[src/rtl/core/mqd_pkg.sv]
// ============================================================================
// mqd_pkg
// Shared types, codes and constants of the multi-queue dispatcher core.
// ============================================================================
package mqd_pkg;

  // Default build sizes.
  localparam int NUM_QUEUES_DEF  = 8;
  localparam int QUEUE_DEPTH_DEF = 16;
  localparam int TAG_WIDTH_DEF   = 32;

  // Field widths of the channels.
  localparam int EVT_TAG_W   = 32;
  localparam int QSEL_W      = 3;
  localparam int FILL_W      = 5;
  localparam int STATUS_W    = 2;
  localparam int CFG_INDEX_W = 1;
  localparam int CFG_DATA_W  = 4;
  localparam int CFG_QUEUES_W = 4;
  localparam int CFG_POLICY_W = 2;

  // Configuration register indexes.
  localparam logic [CFG_INDEX_W-1:0] REG_QUEUES_IN_USE  = 1'd0;
  localparam logic [CFG_INDEX_W-1:0] REG_BALANCE_POLICY = 1'd1;

  // Operation codes.
  localparam logic OP_ENQUEUE = 1'b0;
  localparam logic OP_DEQUEUE = 1'b1;

  // Balance policies; the unused code behaves as round robin.
  localparam logic [CFG_POLICY_W-1:0] POL_ROUND_ROBIN = 2'd0;
  localparam logic [CFG_POLICY_W-1:0] POL_BALANCED    = 2'd1;
  localparam logic [CFG_POLICY_W-1:0] POL_RANDOM      = 2'd2;

  // Result status codes.
  localparam logic [STATUS_W-1:0] ST_ENQUEUED = 2'd0;
  localparam logic [STATUS_W-1:0] ST_DROPPED  = 2'd1;
  localparam logic [STATUS_W-1:0] ST_DEQUEUED = 2'd2;
  localparam logic [STATUS_W-1:0] ST_EMPTY    = 2'd3;

  // Queue selection path of an accepted item.
  localparam logic [1:0] PATH_DIRECT   = 2'd0;
  localparam logic [1:0] PATH_RR       = 2'd1;
  localparam logic [1:0] PATH_BALANCED = 2'd2;
  localparam logic [1:0] PATH_RANDOM   = 2'd3;

  // Random selection: 16-bit LFSR and its remainder unit.
  localparam int               LFSR_W    = 16;
  localparam logic [LFSR_W-1:0] LFSR_SEED = 16'hACE1;
  localparam int               MOD_BITS_PER_STEP = 4;
  localparam int               MOD_STEPS = LFSR_W / MOD_BITS_PER_STEP;

  typedef struct packed {
    logic                 opcode;
    logic [EVT_TAG_W-1:0] event_tag;
    logic                 single_threaded;
    logic [QSEL_W-1:0]    target_queue;
  } req_t;

  typedef struct packed {
    logic [STATUS_W-1:0]  status;
    logic [QSEL_W-1:0]    chosen_queue;
    logic [EVT_TAG_W-1:0] popped_tag;
    logic [FILL_W-1:0]    queue_fill;
  } rsp_t;

  // Controller to datapath.
  typedef struct packed {
    logic accept;
    logic bal_load;
    logic bal_pick;
    logic rand_start;
    logic take_rem;
    logic access;
    logic load_out;
  } cmd_t;

  // Datapath to controller.
  typedef struct packed {
    logic [1:0] path;
    logic       mod_done;
  } sts_t;

endpackage

[src/rtl/core/mqd_ctrl.sv]
// ============================================================================
// mqd_ctrl
// Sequencer for one dispatch item and the output valid flag.
// ============================================================================
module mqd_ctrl (
  input  logic          clk,
  input  logic          rst,
  input  logic          req_valid,
  output logic          req_stall,
  output logic          rsp_valid,
  input  logic          rsp_stall,
  output mqd_pkg::cmd_t cmd,
  input  mqd_pkg::sts_t sts
);

  localparam logic [2:0] S_IDLE   = 3'd0;
  localparam logic [2:0] S_BAL1   = 3'd1;
  localparam logic [2:0] S_BAL2   = 3'd2;
  localparam logic [2:0] S_RAND   = 3'd3;
  localparam logic [2:0] S_MOD    = 3'd4;
  localparam logic [2:0] S_ACCESS = 3'd5;
  localparam logic [2:0] S_DONE   = 3'd6;

  logic [2:0] state;
  logic [2:0] state_next;
  logic       out_free;

  assign req_stall = (state != S_IDLE);
  assign out_free  = !rsp_valid || !rsp_stall;

  always_comb begin
    state_next = state;
    cmd        = '0;
    case (state)
      S_IDLE: begin
        if (req_valid) begin
          cmd.accept = 1'b1;
          case (sts.path)
            mqd_pkg::PATH_BALANCED: state_next = S_BAL1;
            mqd_pkg::PATH_RANDOM:   state_next = S_RAND;
            default:                state_next = S_ACCESS;
          endcase
        end
      end
      S_BAL1: begin
        cmd.bal_load = 1'b1;
        state_next   = S_BAL2;
      end
      S_BAL2: begin
        cmd.bal_pick = 1'b1;
        state_next   = S_ACCESS;
      end
      S_RAND: begin
        cmd.rand_start = 1'b1;
        state_next     = S_MOD;
      end
      S_MOD: begin
        if (sts.mod_done) begin
          cmd.take_rem = 1'b1;
          state_next   = S_ACCESS;
        end
      end
      S_ACCESS: begin
        cmd.access = 1'b1;
        state_next = S_DONE;
      end
      S_DONE: begin
        // The read data is ready now; wait only for room in the result register.
        if (out_free) begin
          cmd.load_out = 1'b1;
          state_next   = S_IDLE;
        end
      end
      default: state_next = S_IDLE;
    endcase
  end

  always_ff @(posedge clk) begin
    if (rst) begin
      state     <= S_IDLE;
      rsp_valid <= 1'b0;
    end else begin
      state <= state_next;
      if (cmd.load_out) begin
        rsp_valid <= 1'b1;
      end else if (!rsp_stall) begin
        rsp_valid <= 1'b0;
      end
    end
  end

  a_accept_busy: assert property (@(posedge clk) disable iff (rst)
    (req_valid && !req_stall) |=> req_stall)
    else $error("controller took a second item right after a transfer");

  a_load_free: assert property (@(posedge clk) disable iff (rst)
    cmd.load_out |-> (!rsp_valid || !rsp_stall))
    else $error("result register overwritten while holding a stalled result");

  a_done_in_mod: assert property (@(posedge clk) disable iff (rst)
    sts.mod_done |-> (state == S_MOD))
    else $error("remainder finished outside the random selection wait");

  a_result_follows: assert property (@(posedge clk) disable iff (rst)
    (state == S_ACCESS) |=> (state == S_DONE))
    else $error("access step not followed by result step");

endmodule
[config.mk]
export PLATFORM = sky130hd
export DESIGN_NAME = mqd_ctrl
export DESIGN_NICKNAME = d
export VERILOG_FILES = /design/src/rtl/core/mqd_pkg.sv /design/src/rtl/core/mqd_ctrl.sv
export SDC_FILE = /design/constraint.sdc
export NUM_CORES = 1
export LEC_CHECK = 0
export BUFFER_PORTS_ARGS = -buffer_cell sky130_fd_sc_hd__buf_2
export CORE_AREA = 4 4 41 43
export CTS_CLUSTER_DIAMETER = 120
export CTS_CLUSTER_SIZE = 12
export DETAILED_ROUTE_END_ITERATION = 8
export DIE_AREA = 0 0 45 47
export HOLD_SLACK_MARGIN = 0.03
export SLEW_MARGIN = 40
export SYNTH_ARGS = -nofsm -noshare
export SYNTH_HDL_FRONTEND = slang
export SYNTH_SLANG_ARGS = --single-unit
[constraint.sdc]
create_clock -name clk -period 1.1 [get_ports clk]
set_clock_uncertainty 0.05 [all_clocks]
set_input_delay 0.22 -clock clk [delete_from_list [all_inputs] [get_ports clk]]
set_output_delay 0.22 -clock clk [all_outputs]
set_load 0.02 [all_outputs]
==> flow_summary.toml <==
[synth]
yosys-top-cells-count = "sky130_fd_sc_hd__dfxtp_1 (4), sky130_fd_sc_hd__nand2_1 (4), sky130_fd_sc_hd__nor3_1 (4), sky130_fd_sc_hd__nor2_1 (3)"
yosys_most_used_dff = "sky130_fd_sc_hd__dfxtp_1"
ys_ff_latch = 4
synth_cells = 34
async_reset_ff_frac = 0
synthTopCellsByArea = "sky130_fd_sc_hd__dfxtp_1 (29%), sky130_fd_sc_hd__buf_6 (8.1%), sky130_fd_sc_hd__nor3_1 (7.2%), sky130_fd_sc_hd__nand2_1 (5.4%), sky130_fd_sc_hd__nor3b_1 (5.4%)"
yosys.cell_types.count = 21
yosysTopAreaCell = "sky130_fd_sc_hd__dfxtp_1"
synth_edf_count = 0
syn_area_per_cell_um2 = 8.17
area_of_the_mapped_netlist_um2 = 278
syn_nets = 41
synth.yosys.seq_area_share = 0.288
post-synth-top-area-fraction = 0.288
yosysWarningCount = 0

[final_layout]
filler_cell_count = 133
p_r_area_growth_vs_syn_pct = 108
multiInputGateArea_um2 = 245
antennaDiodeCount = 0
finalNonFillerCells = 74
layout.core_utilization = 0.444
num-nets-final = 68
ff_latch_area_um2 = 86.3
drive_above_1_share = 0.814

[outcome]
failed_checks = "negative setup slack"
status = "complete, but fails checks"

[power_and_ir_drop]
power_frac_comb = 0.528
net-switching-power_mw = 0.278
power.share.clock = 0.225
p_int_mw = 0.510
design_power_total_mw = 0.789
seqPwrFrac = 0.247
switching_share = 0.353
p_leak_nw = 0.280
worst_ir_drop_vdd_mv = 0.627
power_density_mw_per_mm2 = 1360

[timing]
relSlewSlack = 0.888
slew_violations = 0
max_freq_ghz = 0.701
final_setup_violation_count = 8
grt_setup_unrepaired = "yes"
final.period_utilization = 1.30
hold_violations = 0
setup_tns_ns = -2.08
worst_slack_ns = -0.327
worstMarginPinSlew_ns = 0.167
timing.final.crit_period_ns = 1.43

[clock_network]
max-clock-path-buffers = 2
clock_insertion_delay_worst_skew_ns = 0.23
numClockSinks = 4
cts_buffers = 3
cell_at_the_root_of_the_clock_tree = "sky130_fd_sc_hd__clkbuf_4"
clk_transition_reported_paths_ns = 0.04
cts_tree = "yes"
cts_hold_buffers = 0
clock_tree.htree_level_count = 1

[die]
fp.dieH_um = 47
die-area_mm2 = 0.00212
std_cell_rows = 13
design.portCount = 16
start_util = 0.213
placeableCoreArea_mm2 = 0.00130
chipWidth_um = 45

[setup_path]
worstPathArrival_ns = 1.16
worst-path-max-fanout = 4
worstSetupEndpointType = "output port"
startpoint_type = "flip-flop"
critical_path_class = "reg2out"
required_ns = 0.83

[routing]
drcViolationCount = 0
drt-pass1-iter-count = 4
vias_after_detailed_routing = 317
routedWlPerCell_um = 11.7
detail_route.iter0.violations = 2
routed_wl_um = 869
ratio_of_routed_vias_to_standard_cells = 4.28
ant_nets = 0

[hold_path]
min_path_type = "in2reg"

[placement]
gp_routability_congestion = 0.809
dp_hpwl_um = 561
io_buffers = 15
placed_cells_incl_taps = 67
dpl_worst_slack_ns = -0.150

[global_routing]
grt_first_pass_wirelength_um = 1200
grt_overflow = 0
number_of_global_route_vias_before_repair = 302
antenna_violations_before_repair = 0
pin_count_of_the_biggest_net_entering_global_routing = 9
gr-usage-all-layers = 0.0830

[flow_run]
max_cap_violations = 0
## registers in the layout (all words and copies together) (netlist names)
register,cells
state,3
rsp_valid,1
## stage by stage
stage / hold WS, ns / instance area, um2
finish: 0.162 / 578
global route: 0.148 / 578
CTS: 0.125 / 522
detailed placement: 0.374 / 404
global placement: 0.380 / 404
floorplan: 0.242 / 293
## cell type report
| cell class | instances | share of cell area |
|---|---|---|
| clock buffer | 3 | 0.0390 |
| inverter | 1 | 0.00649 |
| multi-input combinational | 26 | 0.424 |
| sequential | 4 | 0.149 |
| tap | 15 | 0.0325 |
| timing repair buffer | 25 | 0.348 |
## cells in the final DEF, fill, tap and decap left out, drive strengths merged
master,Yosys,final
a211oi,1,1
a31oi,1,1
and2,1,1
and2b,1,1
and3b,2,2
buf,3,25
clkbuf,0,3
dfxtp,4,4
inv,1,1
nand2,4,4
nand2b,1,1
nor2,4,4
nor2b,1,1
nor3,4,4
nor3b,2,2
o21a,1,1
o21ba,1,1
o31a,1,1
or3,1,1
## final timing paths
| path | cells past startpoint | endpoint | slack, ns | from |
|---|---|---|---|---|
| setup / recovery | 3 | cmd[6] | -0.33 | state[0] |
| hold / removal | 2 | rsp_valid | 0.16 | rst |
| setup reg to reg | 4 | state[1] | 0.02 | state[1] |
| hold reg to reg | 3 | rsp_valid | 0.57 | rsp_valid |
## power by group through the flow
stage	combinational, mW	sequential, mW	clock [mW]
4_1_cts	0.359	0.189	0.187
3_3_place_gp	0.278	0.185	0
2_1_floorplan	0.202	0.175	0
6_report	0.416	0.195	0.178
3_5_place_dp	0.280	0.186	0
5_1_grt	0.444	0.198	0.205
## critical path, stage by stage (launching register included)
cell	delay [ns]
sky130_fd_sc_hd__dfxtp_2	0.33
sky130_fd_sc_hd__or3_4	0.40
sky130_fd_sc_hd__nor2_4	0.09
sky130_fd_sc_hd__buf_6	0.11
## layer usage
metal,track usage,part of all wire,vias to the layer above
li1,-,-,166
met1,0.0820,0.42,145
met2,0.144,0.55,6
met3,0.0345,0.031,0
met4,0.0526,0,0
met5,0,0,-
## repair_timing
action,in CTS,in global routing
pin swaps,3,4
resized for setup,22,11
endpoints found under the hold margin,0,0
setup endpoints to repair,9,11
setup buffers,4,1
## kinds of logic after synthesis
group           Yosys count  synth area share
flops                     4             0.288
compound gates            5             0.144
buf+inv                   4             0.113
simple gates             21             0.455
Power figures use the tool's default switching activity.
